File: src/hw/rtl/assert_macros.svh
// ----------------------------------------------------------------------------
// Assertion macros
// Clocked assertion helpers; define ASSERT_OFF to compile them out.
// ----------------------------------------------------------------------------
`ifndef ASSERT_MACROS_SVH
`define ASSERT_MACROS_SVH

`ifndef ASSERT_OFF

// Clocked property, disabled while reset is asserted
`define ASSERT_CLK(lbl, clk, rst_n, prop) \
	lbl: assert property (@(posedge clk) disable iff (!rst_n) (prop)) \
		else $error("assertion failed");

// Same-cycle implication
`define ASSERT_IMPLY(lbl, clk, rst_n, ante, cons) \
	`ASSERT_CLK(lbl, clk, rst_n, (ante) |-> (cons))

// Next-cycle implication
`define ASSERT_NEXT(lbl, clk, rst_n, ante, cons) \
	`ASSERT_CLK(lbl, clk, rst_n, (ante) |=> (cons))

`else

`define ASSERT_CLK(lbl, clk, rst_n, prop)
`define ASSERT_IMPLY(lbl, clk, rst_n, ante, cons)
`define ASSERT_NEXT(lbl, clk, rst_n, ante, cons)

`endif

`endif

File: src/hw/rtl/sqlcws_pkg.sv
`timescale 1ns / 1ps
// ----------------------------------------------------------------------------
// sqlcws_pkg
// Shared types and character codes for the SQL comment/whitespace stripper.
// ----------------------------------------------------------------------------
package sqlcws_pkg;

	localparam logic [7:0] CH_SQUOTE   = 8'h27;
	localparam logic [7:0] CH_DQUOTE   = 8'h22;
	localparam logic [7:0] CH_BACKTICK = 8'h60;
	localparam logic [7:0] CH_SLASH    = 8'h2F;
	localparam logic [7:0] CH_STAR     = 8'h2A;
	localparam logic [7:0] CH_DASH     = 8'h2D;
	localparam logic [7:0] CH_LF       = 8'h0A;
	localparam logic [7:0] CH_CR       = 8'h0D;
	localparam logic [7:0] CH_TAB      = 8'h09;
	localparam logic [7:0] CH_SPACE    = 8'h20;
	localparam logic [7:0] CH_NUL      = 8'h00;

	localparam int unsigned MAX_RES = 3;

	typedef enum logic [1:0] {
		ZONE_PLAIN  = 2'd0,
		ZONE_STRING = 2'd1,
		ZONE_BLOCK  = 2'd2,
		ZONE_LINE   = 2'd3
	} zone_t;

	// Results caused by one input beat; cnt is 1..3
	typedef struct packed {
		logic [1:0]               cnt;
		logic                     has;
		logic                     last;
		logic [MAX_RES-1:0][7:0]  bytes;
	} group_t;

	// Queue status seen by the front and back
	typedef struct packed {
		logic full;
		logic empty;
	} q_stat_t;

	// Front state flags, exposed for checking
	typedef struct packed {
		logic held;
		logic sp;
		logic seen;
	} front_stat_t;

endpackage

File: src/hw/rtl/sqlcws_front.sv
`timescale 1ns / 1ps
// ----------------------------------------------------------------------------
// sqlcws_front
// Accepts input beats, tracks the zone and builds each beat's result group.
// ----------------------------------------------------------------------------
module sqlcws_front import sqlcws_pkg::*; (
	input  logic        clk,
	input  logic        arst_n,
	input  logic        in_valid,
	output logic        in_stall,
	input  logic [7:0]  in_byte,
	input  logic        in_last,
	input  q_stat_t     q_stat,
	output logic        push,
	output group_t      push_grp,
	output front_stat_t fstat
);

	typedef struct packed {
		logic [MAX_RES-1:0][7:0] bytes;
		logic [1:0]              n;
		logic                    sp;
		logic                    seen;
	} acc_t;

	zone_t      zone_q, zone_d;
	logic [7:0] quote_q, quote_d;
	logic [7:0] prev_q;
	logic       held_q, held_d;
	logic       sp_q;
	logic       seen_q;
	logic       done;
	logic       accept;
	acc_t       acc;

	function automatic acc_t emit_kept(acc_t a, logic [7:0] b);
		acc_t r;
		r = a;
		if (b == CH_NUL) begin
			r.sp = 1'b1;
		end else begin
			if (r.sp && r.seen) begin
				r.bytes[r.n] = CH_SPACE;
				r.n = r.n + 2'd1;
			end
			r.sp = 1'b0;
			r.bytes[r.n] = b;
			r.n = r.n + 2'd1;
			r.seen = 1'b1;
		end
		return r;
	endfunction

	assign in_stall = q_stat.full;
	assign accept   = in_valid && !in_stall;

	always_comb begin
		acc      = '0;
		acc.sp   = sp_q;
		acc.seen = seen_q;
		zone_d   = zone_q;
		quote_d  = quote_q;
		held_d   = 1'b0;
		done     = 1'b0;

		// Resolve a held slash or dash first
		if (held_q) begin
			if (prev_q == CH_SLASH && in_byte == CH_STAR) begin
				zone_d = ZONE_BLOCK;
				acc.sp = 1'b1;
				done   = 1'b1;
			end else if (prev_q == CH_DASH && in_byte == CH_DASH) begin
				zone_d = ZONE_LINE;
				acc.sp = 1'b1;
				done   = 1'b1;
			end else begin
				acc = emit_kept(acc, prev_q);
			end
		end

		if (!done) begin
			unique case (zone_q)
				ZONE_STRING: begin
					if (in_byte == quote_q) begin
						zone_d  = ZONE_PLAIN;
						quote_d = CH_NUL;
					end
					acc = emit_kept(acc, in_byte);
				end
				ZONE_PLAIN: begin
					priority if (in_byte == CH_SQUOTE || in_byte == CH_DQUOTE ||
							in_byte == CH_BACKTICK) begin
						zone_d  = ZONE_STRING;
						quote_d = in_byte;
						acc     = emit_kept(acc, in_byte);
					end else if (prev_q == CH_SLASH && in_byte == CH_STAR) begin
						zone_d = ZONE_BLOCK;
						acc.sp = 1'b1;
					end else if (prev_q == CH_DASH && in_byte == CH_DASH) begin
						zone_d = ZONE_LINE;
						acc.sp = 1'b1;
					end else if (in_byte == CH_SPACE || in_byte == CH_TAB ||
							in_byte == CH_CR || in_byte == CH_LF ||
							in_byte == CH_NUL) begin
						acc.sp = 1'b1;
					end else if (in_byte == CH_SLASH || in_byte == CH_DASH) begin
						held_d = 1'b1;
					end else begin
						acc = emit_kept(acc, in_byte);
					end
				end
				ZONE_BLOCK: begin
					if (prev_q == CH_STAR && in_byte == CH_SLASH) begin
						zone_d = ZONE_PLAIN;
					end
					acc.sp = 1'b1;
				end
				ZONE_LINE: begin
					if (in_byte == CH_LF) begin
						zone_d = ZONE_PLAIN;
					end
					acc.sp = 1'b1;
				end
				default: begin
					acc.sp = 1'b1;
				end
			endcase
		end

		// End of query: release a held byte, drop a trailing separator
		if (in_last && held_d) begin
			held_d = 1'b0;
			acc    = emit_kept(acc, in_byte);
		end

		push_grp.bytes = acc.bytes;
		push_grp.has   = (acc.n != 2'd0);
		push_grp.cnt   = (acc.n == 2'd0) ? 2'd1 : acc.n;
		push_grp.last  = in_last;
		push           = accept && ((acc.n != 2'd0) || in_last);
	end

	always_ff @(posedge clk or negedge arst_n) begin
		if (!arst_n) begin
			zone_q  <= ZONE_PLAIN;
			quote_q <= CH_NUL;
			prev_q  <= CH_NUL;
			held_q  <= 1'b0;
			sp_q    <= 1'b0;
			seen_q  <= 1'b0;
		end else if (accept) begin
			if (in_last) begin
				zone_q  <= ZONE_PLAIN;
				quote_q <= CH_NUL;
				prev_q  <= CH_NUL;
				held_q  <= 1'b0;
				sp_q    <= 1'b0;
				seen_q  <= 1'b0;
			end else begin
				zone_q  <= zone_d;
				quote_q <= quote_d;
				prev_q  <= in_byte;
				held_q  <= held_d;
				sp_q    <= acc.sp;
				seen_q  <= acc.seen;
			end
		end
	end

	assign fstat.held = held_q;
	assign fstat.sp   = sp_q;
	assign fstat.seen = seen_q;

endmodule

File: src/hw/rtl/sqlcws_queue.sv
`timescale 1ns / 1ps
// ----------------------------------------------------------------------------
// sqlcws_queue
// Short queue of result groups between the front and the back.
// ----------------------------------------------------------------------------
module sqlcws_queue import sqlcws_pkg::*; #(
	parameter int unsigned DEPTH = 4
) (
	input  logic    clk,
	input  logic    arst_n,
	input  logic    push,
	input  group_t  push_grp,
	input  logic    pop,
	output group_t  pop_grp,
	output q_stat_t q_stat
);

	localparam int unsigned PW = (DEPTH > 1) ? $clog2(DEPTH) : 1;
	localparam int unsigned CW = $clog2(DEPTH + 1);
	localparam logic [PW-1:0] LAST_PTR = PW'(DEPTH - 1);
	localparam logic [CW-1:0] FULL_CNT = CW'(DEPTH);
	localparam logic [PW-1:0] PTR_ONE  = PW'(1);
	localparam logic [CW-1:0] CNT_ONE  = CW'(1);

	group_t        mem [DEPTH];
	logic [PW-1:0] wr_ptr_q;
	logic [PW-1:0] rd_ptr_q;
	logic [CW-1:0] cnt_q;
	logic          do_push;
	logic          do_pop;

	assign do_push = push && (cnt_q != FULL_CNT);
	assign do_pop  = pop && (cnt_q != '0);

	assign q_stat.full  = (cnt_q == FULL_CNT);
	assign q_stat.empty = (cnt_q == '0);
	assign pop_grp      = mem[rd_ptr_q];

	always_ff @(posedge clk) begin
		if (do_push) begin
			mem[wr_ptr_q] <= push_grp;
		end
	end

	always_ff @(posedge clk or negedge arst_n) begin
		if (!arst_n) begin
			wr_ptr_q <= '0;
			rd_ptr_q <= '0;
			cnt_q    <= '0;
		end else begin
			if (do_push) begin
				wr_ptr_q <= (wr_ptr_q == LAST_PTR) ? '0 : wr_ptr_q + PTR_ONE;
			end
			if (do_pop) begin
				rd_ptr_q <= (rd_ptr_q == LAST_PTR) ? '0 : rd_ptr_q + PTR_ONE;
			end
			unique case ({do_push, do_pop})
				2'b10:   cnt_q <= cnt_q + CNT_ONE;
				2'b01:   cnt_q <= cnt_q - CNT_ONE;
				default: cnt_q <= cnt_q;
			endcase
		end
	end

endmodule

File: src/hw/rtl/sqlcws_back.sv
`timescale 1ns / 1ps
// ----------------------------------------------------------------------------
// sqlcws_back
// Unpacks result groups and drives one result beat per cycle while not stalled.
// ----------------------------------------------------------------------------
module sqlcws_back import sqlcws_pkg::*; (
	input  logic       clk,
	input  logic       arst_n,
	input  q_stat_t    q_stat,
	input  group_t     pop_grp,
	output logic       pop,
	output logic       out_valid,
	input  logic       out_stall,
	output logic [7:0] out_byte,
	output logic       has_byte,
	output logic       out_last
);

	group_t     grp_q;
	logic [1:0] idx_q;
	logic       busy_q;
	logic       ov_q;
	logic [7:0] ob_q;
	logic       oh_q;
	logic       ol_q;
	logic       adv;
	logic       grp_end;

	// Advance when the output register is free or being drained
	assign adv     = busy_q && (!ov_q || !out_stall);
	assign grp_end = (idx_q == grp_q.cnt - 2'd1);
	assign pop     = !q_stat.empty && (!busy_q || (adv && grp_end));

	always_ff @(posedge clk or negedge arst_n) begin
		if (!arst_n) begin
			busy_q <= 1'b0;
			idx_q  <= '0;
			ov_q   <= 1'b0;
		end else begin
			if (pop) begin
				busy_q <= 1'b1;
				idx_q  <= '0;
			end else if (adv) begin
				if (grp_end) begin
					busy_q <= 1'b0;
				end else begin
					idx_q <= idx_q + 2'd1;
				end
			end
			if (adv) begin
				ov_q <= 1'b1;
			end else if (!out_stall) begin
				ov_q <= 1'b0;
			end
		end
	end

	always_ff @(posedge clk) begin
		if (pop) begin
			grp_q <= pop_grp;
		end
		if (adv) begin
			ob_q <= grp_q.bytes[idx_q];
			oh_q <= grp_q.has;
			ol_q <= grp_q.last && grp_end;
		end
	end

	assign out_valid = ov_q;
	assign out_byte  = ob_q;
	assign has_byte  = oh_q;
	assign out_last  = ol_q;

endmodule

File: src/hw/rtl/sql_comment_whitespace_stripper.sv
`timescale 1ns / 1ps
// ----------------------------------------------------------------------------
// sql_comment_whitespace_stripper
// Removes SQL comments and collapses whitespace in a byte stream.
// ----------------------------------------------------------------------------
//
//  Channel | Direction | Handshake          | Beat payload
//  --------+-----------+--------------------+-------------------------------
//  in      | sink      | in_valid/in_stall  | in_byte, in_last
//  out     | source    | out_valid/out_stall| out_byte, has_byte, out_last
//
//  One input beat is taken per cycle while in_stall is low; each beat yields
//  zero to three result beats; the output side drives at most one per cycle.
//  Results pass through the group queue, group register and output register.
//  in_stall rises only when the group queue (QDEPTH entries) is full.
//  arst_n clears zone, held byte, separator flags, queue and output valid.
//
// The front classifies every byte against the current zone (plain, string,
// block comment, line comment) and the raw previous byte, and packs the
// results of one beat into a group. A slash or dash in plain text is held
// back one beat so that it can vanish if it opens a comment. Groups pass
// through a short queue; the back unpacks them, one result per cycle while
// not stalled, into an output register, so a stall on the output does not
// block the input until the queue fills. A query that ends with nothing to
// emit gives one empty end marker (has_byte low, out_last high).
// ----------------------------------------------------------------------------
`include "assert_macros.svh"

module sql_comment_whitespace_stripper import sqlcws_pkg::*; #(
	parameter int unsigned QDEPTH = 4 // group queue depth, 2 or more
) (
	input  logic       clk,
	input  logic       arst_n,
	input  logic       in_valid,
	output logic       in_stall,
	input  logic [7:0] in_byte,
	input  logic       in_last,
	output logic       out_valid,
	input  logic       out_stall,
	output logic [7:0] out_byte,
	output logic       has_byte,
	output logic       out_last
);

	q_stat_t     q_stat;
	front_stat_t fstat;
	group_t      push_grp;
	group_t      pop_grp;
	logic        push;
	logic        pop;

	// Classify and build result groups
	sqlcws_front u_front (
		.clk      (clk),
		.arst_n   (arst_n),
		.in_valid (in_valid),
		.in_stall (in_stall),
		.in_byte  (in_byte),
		.in_last  (in_last),
		.q_stat   (q_stat),
		.push     (push),
		.push_grp (push_grp),
		.fstat    (fstat)
	);

	// Decouple front from back
	sqlcws_queue #(
		.DEPTH (QDEPTH)
	) u_queue (
		.clk      (clk),
		.arst_n   (arst_n),
		.push     (push),
		.push_grp (push_grp),
		.pop      (pop),
		.pop_grp  (pop_grp),
		.q_stat   (q_stat)
	);

	// Serialise groups onto the output channel
	sqlcws_back u_back (
		.clk       (clk),
		.arst_n    (arst_n),
		.q_stat    (q_stat),
		.pop_grp   (pop_grp),
		.pop       (pop),
		.out_valid (out_valid),
		.out_stall (out_stall),
		.out_byte  (out_byte),
		.has_byte  (has_byte),
		.out_last  (out_last)
	);

	// An empty end marker only closes a query and carries a zero byte
	`ASSERT_IMPLY(a_marker_last, clk, arst_n, out_valid && !has_byte,
		out_last && (out_byte == CH_NUL))
	// A full queue always holds the input back
	`ASSERT_IMPLY(a_full_stalls, clk, arst_n, q_stat.full, in_stall)
	// The last beat of a query returns the front flags to their reset values
	`ASSERT_NEXT(a_query_reset, clk, arst_n, in_valid && !in_stall && in_last,
		!fstat.held && !fstat.sp && !fstat.seen)

endmodule

File: config.mk
export PLATFORM = sky130hd
export DESIGN_NAME = sql_comment_whitespace_stripper
export DESIGN_NICKNAME = d
export VERILOG_FILES = /design/src/hw/rtl/sqlcws_pkg.sv /design/src/hw/rtl/sqlcws_front.sv /design/src/hw/rtl/sqlcws_queue.sv /design/src/hw/rtl/sqlcws_back.sv /design/src/hw/rtl/sql_comment_whitespace_stripper.sv
export VERILOG_INCLUDE_DIRS = /design/src /design/src/hw/rtl
export SDC_FILE = /design/constraint.sdc
export NUM_CORES = 1
export LEC_CHECK = 0
export BUFFER_PORTS_ARGS = -buffer_cell sky130_fd_sc_hd__buf_2
export CAP_MARGIN = 20
export CORE_UTILIZATION = 40
export CTS_BUF_LIST = sky130_fd_sc_hd__clkbuf_2
export DETAILED_ROUTE_END_ITERATION = 10
export PLACE_DENSITY = 0.53
export SLEW_MARGIN = 20
export SYNTH_ARGS = -nofsm -noshare
export SYNTH_HDL_FRONTEND = slang
export SYNTH_SLANG_ARGS = --single-unit
File: constraint.sdc
create_clock -name clk -period 5 [get_ports clk]
set_clock_uncertainty 0.2 [all_clocks]
set_input_delay 0 -clock clk [delete_from_list [all_inputs] [get_ports clk]]
set_output_delay 0 -clock clk [all_outputs]
set_load 0.02 [all_outputs]
==> results.md, run 1 <==
- R2R Setup Slk: 0.30 ns
- Starting Density: 0.411
- Transition time of the tightest slew-check pin: 0.847 ns
- GR Layer Usage met3: 0.0363
- Via count of the routed design: 5171
- Synth area leaders: edfxtp_1, dfrtp_1, mux4_2
- Critical path arrival: 5.07 ns
- Clock tree root buffer cell: clkbuf_2
- Maximum number of pins on one net before global-route repair: 33
- Cell area after synthesis: 0.00839 mm²
- Number of warnings printed during yosys synthesis: 0
- Met2 track utilization from global routing: 0.308
- Setup CP Type: reg2reg
- Leakage: 3.44 nW
- Worst EP required: 5.38 ns
- Total negative slack for setup checks: 0 ns
- Maximum level of the CTS H-tree: 4
- First-pass GRT wire length: 30500 µm
- Cell Count, Final, Fillers Out: 938
- Top FF cell, synth: edfxtp_1
- First-pass DRT Iterations: 4
- Cell row count: 52
- Start of the worst register-to-register path: u_front.prev_q[1]
- Fraction of the yosys area taken by sequential cells: 0.632
- Number of global-route vias before repair: 5247
- Setup crit end kind: flop
- Via density per instance: 5.51
- Number of max-slew violations in the final report: 0
- Clock slew seen by the registers of the worst setup and hold paths: 0.28 ns
- Number of DRC violations after detailed-routing iteration 0: 319
- Number of distinct library cells after synthesis: 79
- Last weighted congestion value of the routability-driven placer: 0.865
- Met1 Use GR: 0.267
- Share of cells above drive strength 1: 0.220
- End of the worst register-to-register path: u_queue.mem[0][9]
- Clock tree from TritonCTS: done
- Most area-hungry cell type in the Yosys netlist: edfxtp_1
- Proportion of synthesized flip-flops having asynchronous set or reset: 0.176
- Post-Synthesis Net Count: 607
- Clock insertion delay at the later pin of the skew report: 0.76 ns
- Overall track demand over capacity in global routing: 0.191
- Growth of design area from synthesis to finish: 14.5%
- Top-level port count: 25
- Count of input and output buffers: 24
- Detailed Place HPWL: 12600 µm
- Fill cells: 1861
- Layout Nets: 684
- Minimum clock period: 4.70 ns
- Die ar.: 0.0216 mm²
- Setup violations, final: 0
- Class of the tightest hold or removal check: in2reg
- Outcome: complete, no violations
- Crit share post-route: 0.940
- Busiest layer in global routing: met2
- Final number of hold-violating endpoints: 0
- Number of buffers added by the clock tree synthesis step: 17
- Routed wire length: 19400 µm
- Startpoint of the most critical setup path: u_front.prev_q[1]
- Placed cells: 862
- Max Clock Freq: 213 MHz
- Average cell area after synthesis: 14.5 µm²
- CP endpoint: u_queue.mem[0][9]
- Relative max-transition margin: 0.436
- Die span in y: 147 µm
- Die Span X: 147 µm
- Placeable core region: 0.0204 mm²
- Post-route DRC violation count: 0
- Number of instances in the synthesized netlist: 577
- Worst supply voltage drop on vdd: 198 µV
- Largest buffer count on any clock path: 2
- Synthesis-stage register bit count: 182
- Initial antenna violation count: 1
- Number of synthesized flops with an enable pin: 150
- Share of Yosys cell area claimed by the top area cell type: 0.537
- CP Launch Type: flop
- Detailed-route wire length per cell: 20.6 µm
- Setup repair after global routing missed its margin: no
- Max capacitance violation total: 0
- Crit-path max FO: 6
- Power density over the cells: 501 mW/mm²
- Remaining Overflow, GRT: 0
- FF-to-FF path depth: 18
- Sink Count: 182
- Number of routed nets with antenna violations: 0
flip-flops by register name, indices dropped and copies added (netlist names):
| register | cells |
|---|---|
| u_back.idx_q | 2 |
| u_front.prev_q | 8 |
| u_back.busy_q | 1 |
| u_queue.mem | 112 |
| u_front.zone_q | 2 |
| u_back.has_byte | 1 |
| u_back.out_byte | 8 |
| u_front.held_q | 1 |
| u_front.quote_q | 8 |
| u_front.seen_q | 1 |
| u_back.out_last | 1 |
| u_queue.wr_ptr_q | 2 |
| u_front.sp_q | 1 |
| u_back.out_valid | 1 |
| u_queue.rd_ptr_q | 2 |
| u_back.grp_q | 28 |
| u_queue.cnt_q | 3 |
worst max-delay path, cell delays in order, from the launching register on:
cell and delay (ns):
dfrtp_2 0.51, or4_1 0.54, o21ai_0 0.17, buf_4 0.16
a21oi_1 0.06, nand3_1 0.18, ha_1 0.25, nand2_1 0.06
nand2_1 0.08, ha_1 0.31, o22ai_2 0.21, a21oi_4 0.09
ha_1 0.33, a21o_1 0.18, ha_1 0.23, o21bai_1 0.18
a21o_1 0.28, a2111oi_2 0.29, a31o_1 0.21
Yosys cell counts (all sizes together), types with 4 or more instances:
cell	number
a21o	5
a21oi	12
a22o	4
a31oi	6
a32oi	8
and2	14
and3	5
buf	11
clkbuf	18
dfrtp	32
edfxtp	150
ha	16
inv	19
mux2	7
mux2i	8
mux4	28
nand2	47
nand2b	15
nand3	10
nand4	7
nor2	29
nor2b	7
nor3	7
o21a	4
o21ai	36
or4	4
xnor2	10
xor2	6
where the power goes:
part | switching [W] | leakage, nW | total [W] | internal, W
Sequential | 0.000228 | 1.79 | 0.00237 | 0.00215
Clock | 0.000560 | 0.164 | 0.000816 | 0.000256
Combinational | 0.000928 | 1.49 | 0.00163 | 0.000698
Total | 0.00172 | 3.44 | 0.00481 | 0.00310
cell families (layout without fill, tap and decap cells):
| kind of cell | count (synthesis) | after routing | synth area share |
|---|---|---|---|
| flip-flops | 182 | 182 | 0.632 |
| AND/OR/NAND/NOR | 162 | 162 | 0.106 |
| AO/OA/AOI/OAI | 109 | 109 | 0.0993 |
| buffers and inverters | 48 | 138 | 0.0241 |
| multiplexers | 43 | 43 | 0.0950 |
| adder cells (fa/ha/maj) | 17 | 17 | 0.0262 |
| XOR/XNOR | 16 | 16 | 0.0176 |
| other | 0 | 1 | 0 |
repair_timing:
| action | in CTS | in global routing |
|---|---|---|
| gates resized for setup | 1 | 8 |
| pin swaps | 0 | 1 |
| setup endpoints to repair | 4 | 24 |
| hold buffers | 39 | 0 |
| hold endpoints to repair | 204 | 0 |
| buffers inserted | 0 | 4 |
per-layer routing:
| layer | wire, µm | up-vias |
|---|---|---|
| met5 | 0 | - |
| met4 | 220 | 0 |
| met3 | 609 | 14 |
| met2 | 9370 | 119 |
| met1 | 9160 | 2665 |
| li1 | - | 2373 |
layout by cell type, fill, tap and decap left out, types with 14 or more instances in the layout:
master	n
buf_2	24
edfxtp_1	150
nor2_1	26
and2_1	14
clkbuf_2	17
nand2b_1	15
inv_1	16
dfrtp_1	27
o21ai_0	35
ha_1	16
buf_4	24
mux4_2	28
dlygate4sd3_1	38
nand2_1	47
worst min-delay path by stage:
stage | from | endpoint | slack [ns] | cells past startpoint
floorplan | arst_n | u_back.busy_q | -0.50 | 0
global placement | arst_n | u_queue.wr_ptr_q[1] | -0.06 | 1
detailed placement | arst_n | u_queue.wr_ptr_q[0] | -0.05 | 1
CTS | in_byte[6] | u_queue.mem[0][22] | 0.02 | 3
global route | in_byte[4] | u_queue.mem[2][20] | 0.03 | 3
finish | in_byte[4] | u_queue.mem[1][20] | 0.13 | 3
layout make-up:
cell class,instances,area (µm²),share of cell area
flip-flops and latches,182,5310,0.553
multi-input cells,347,2920,0.303
repair buffers,87,701,0.0729
well taps,270,338,0.0352
clock inverters,15,184,0.0191
clock buffers,17,85.1,0.00886
inverters,19,71.3,0.00742
diodes,1,2.50,0.000260
per-stage QoR:
stage	setup WS, ns	total power (W)	instance area, µm²	hold slack [ns]	utilization
after floorplan	0.496	0.00349	8390	-0.496	-
after global placement	0.213	0.00397	8870	-0.0556	0.434
after detailed placement	0.137	0.00401	8870	-0.0547	0.434
after CTS	0.0533	0.00487	9550	0.0162	0.468
after global routing	0.0159	0.00512	9610	0.0303	0.470
final	0.301	0.00481	9610	0.131	0.470
No activity file was read; power rests on OpenSTA's default activity.
==> run 2, diff against run 1 <==
--- a/config.mk
+++ b/config.mk
@@ -8,10 +8,10 @@
 export LEC_CHECK = 0
 export BUFFER_PORTS_ARGS = -buffer_cell sky130_fd_sc_hd__buf_2
 export CAP_MARGIN = 20
-export CORE_UTILIZATION = 40
+export CORE_UTILIZATION = 54
 export CTS_BUF_LIST = sky130_fd_sc_hd__clkbuf_2
 export DETAILED_ROUTE_END_ITERATION = 10
-export PLACE_DENSITY = 0.53
+export PLACE_DENSITY = 0.69
 export SLEW_MARGIN = 20
 export SYNTH_ARGS = -nofsm -noshare
 export SYNTH_HDL_FRONTEND = slang
==> constraint.sdc (replaced) <==
create_clock -name clk -period 4.6 [get_ports clk]
set_clock_uncertainty 0.2 [all_clocks]
set_input_delay 0 -clock clk [delete_from_list [all_inputs] [get_ports clk]]
set_output_delay 0 -clock clk [all_outputs]
set_load 0.02 [all_outputs]
==> run 2 against run 1 <==
Against the previous run:
- final cell count shrank 7.5%
- core utilization increased by 16 points
- non-clock buffer count grew 12
- final area fell by 0.16%
- routed wire length fell by 7.7%
- sequential share of layout area increased by 0.060 points
- critical endpoint is now u_queue.cnt_q[2]
- register-to-register slack got worse by 0.14 ns
- largest cell class unchanged
- critical path type unchanged
==> results.md, run 2 (same netlist as run 1, synthesis figures left out) <==
- Starting Density: 0.552 (+0.141)
- Biggest register: u_queue.mem
- Last weighted congestion value of the routability-driven placer: 0.937 (+8.4%)
- Most common cell after layout, fill and taps aside: edfxtp_1
- Met2 track utilization from global routing: 0.390 (+0.0823)
- Placeable core region: 0.0152 mm² (-26%)
- Clock tree from TritonCTS: done
- Most used cells in the layout excluding fill and tap cells: edfxtp_1, nand2_1, buf_4
- Top-level port count: 25 (unchanged)
- Top flop regs: u_queue.mem (112), u_back.grp_q (28)
- Met1 Use GR: 0.323 (+0.0558)
- Clock slew seen by the registers of the worst setup and hold paths: 0.24 ns (-0.04 ns)
- Cells along the critical path: or3_4 > nor4_4 > a21oi_2 > nand3_2 > ha_1 > nand2_1 > nand2_2 > ha_4 > o22ai_2 > a21oi_4 > buf_4 > inv_1 > buf_4 > o31a_4 > inv_2 > ha_2 > inv_1 > fa_1 > xor2_1 > nor2_1 > xor2_1
- Relative max-transition margin: 0.464 (+0.0285)
- Initial antenna violation count: 1 (unchanged)
- Minimum clock period: 4.44 ns (-0.260 ns)
- First-pass GRT wire length: 28300 µm (-7.1%)
- Share of cells above drive strength 1: 0.247 (+0.0270)
- Die ar.: 0.0160 mm² (-26%)
- Worst path max stage delay: 0.49 ns (-0.05 ns)
- Max Clock Freq: 225 MHz (+5.9%)
- Cell row count: 45 (-13%)
- Via density per instance: 6.02 (+9.2%)
- Gate family responsible for the most delay along the worst path: simple AND/OR/NAND/NOR gates
- Final number of hold-violating endpoints: 0 (unchanged)
- Hold WS: 0.0848 ns (-0.0461 ns)
- Transition time of the tightest slew-check pin: 0.804 ns (-0.0428 ns)
- Remaining Overflow, GRT: 0 (unchanged)
- GR Layer Usage met3: 0.0481 (+0.0117)
- Busiest layer in global routing: met2
- Reg power frac: 0.511 (+0.018)
- Count of input and output buffers: 24 (unchanged)
- Largest buffer count on any clock path: 2 (unchanged)
- Number of DRC violations after detailed-routing iteration 0: 503 (+58%)
- Class of the tightest hold or removal check: in2reg
- Number of buffers added by the clock tree synthesis step: 17 (unchanged)
- Routed wire length: 17900 µm (-7.7%)
- First-pass DRT Iterations: 5 (+1)
- Number of max-slew violations in the final report: 0 (unchanged)
- Crit share post-route: 0.965 (+0.0253)
- Number of global-route vias before repair: 5287 (+0.76%)
- CP Launch Type: flop
- Slowest-stage cell, CP: dfrtp_1
- Gate power share: 0.355 (+0.017)
- Detailed Place HPWL: 11600 µm (-8.1%)
- Number of routed nets with antenna violations: 0 (unchanged)
- Critical path arrival: 4.95 ns (-0.12 ns)
- Die Span X: 127 µm (-14%)
- Clock tree root buffer cell: clkbuf_2
- Setup violations, final: 0 (unchanged)
- Internal Power: 0.00330 W (+6.5%)
- Setup CP Type: reg2reg
- Worst EP required: 5.11 ns (-0.27 ns)
- Leakage: 3.48 nW (+1.3%)
- Setup crit end kind: flop
- Via count of the routed design: 5223 (+1.0%)
- Power density over the cells: 529 mW/mm² (+5.5%)
- Maximum number of pins on one net before global-route repair: 33 (unchanged)
- Clock insertion delay at the later pin of the skew report: 0.76 ns (about the same)
- Largest register FFs: 112 (unchanged)
- Crit-path max FO: 7 (+1)
- Switching part of the total power: 0.350 (-0.00685)
- Worst supply voltage drop on vdd: 319 µV (+61%)
- Post-route DRC violation count: 0 (unchanged)
- Core occupancy in the finished layout: 0.631 (+0.161)
- Reported net switching power: 0.00177 W (+3.4%)
- Total negative slack for setup checks: 0 ns (unchanged)
- Clk pwr share: 0.134 (-0.036)
- Sink Count: 182 (unchanged)
- Layout Nets: 696 (+1.8%)
- Overall track demand over capacity in global routing: 0.239 (+0.0482)
- Count of buffering cells on the critical path with inverters included: 5 (+4)
- Growth of design area from synthesis to finish: 14.3%
- Detailed-route wire length per cell: 20.6 µm (-0.26%)
- Outcome: complete, no violations
- Maximum level of the CTS H-tree: 4 (unchanged)
- Die span in y: 127 µm (-14%)
- Max capacitance violation total: 0 (unchanged)
[run 2: power groups by stage]
stage	Clock (W)	Sequential [W]	Combinational (W)
after floorplan	0	0.00254	0.00125
after global placement	0	0.00261	0.00169
after detailed placement	0	0.00263	0.00173
after CTS	0.000704	0.00259	0.00178
after global routing	0.000761	0.00264	0.00197
final	0.000681	0.00259	0.00180
[run 2: per-layer routing]
layer  vias to the layer above  part of all wire
met5                         -                 0
met4                         0             0.020
met3                        29             0.045
met2                       161              0.49
met1                      2626              0.44
li1                       2407                 -
[run 2: cell type report]
class	count	area (µm²)
Antenna cell	1	2.50
Clock buffer	21	105
Clock inverter	11	75.1
Fill cell	1170	5610
Inverter	19	71.3
Multi-Input combinational cell	347	2970
Sequential cell	182	5310
Tap cell	188	235
Timing Repair Buffer	99	828
[run 2: worst paths after layout]
path / from / endpoint / slack, ns / cells past startpoint
max: u_front.prev_q[7] / u_queue.cnt_q[2] / 0.16 / 21
min: in_byte[3] / u_front.prev_q[3] / 0.08 / 5
max reg2reg: u_front.prev_q[7] / u_queue.cnt_q[2] / 0.16 / 21
min reg2reg: u_back.grp_q[25] / u_back.has_byte / 0.31 / 0
max in group asynchronous: arst_n / u_queue.rd_ptr_q[0] / 3.43 / 5
min in group asynchronous: arst_n / u_queue.cnt_q[1] / 0.55 / 5
[run 2: worst min-delay path, stage by stage]
cell	delay [ns]
dlygate4sd3_1	0.53
buf_2	0.13
buf_4	0.20
nand2b_1	0.09
o21ai_0	0.07
[run 2: timing repair]
item,4_1_cts,5_1_grt
endpoints found under the hold margin,177,0
setup endpoints to repair,8,17
resized for setup,2,16
buffers inserted,0,3
pin swaps,1,9
hold buffers,34,0
[run 2: stage by stage]
| step | total power, W | worst slack (ns) | std cells | instance area, µm² |
|---|---|---|---|---|
| floorplan | 0.00379 | 0.0964 | 577 | 8390 |
| CTS | 0.00507 | 0.0439 | 864 | 9490 |
| global route | 0.00537 | -0.00934 | 868 | 9590 |
| detailed placement | 0.00436 | 0.0275 | 798 | 8950 |
| finish | 0.00507 | 0.161 | 868 | 9590 |
| global placement | 0.00431 | 0.146 | 798 | 8950 |
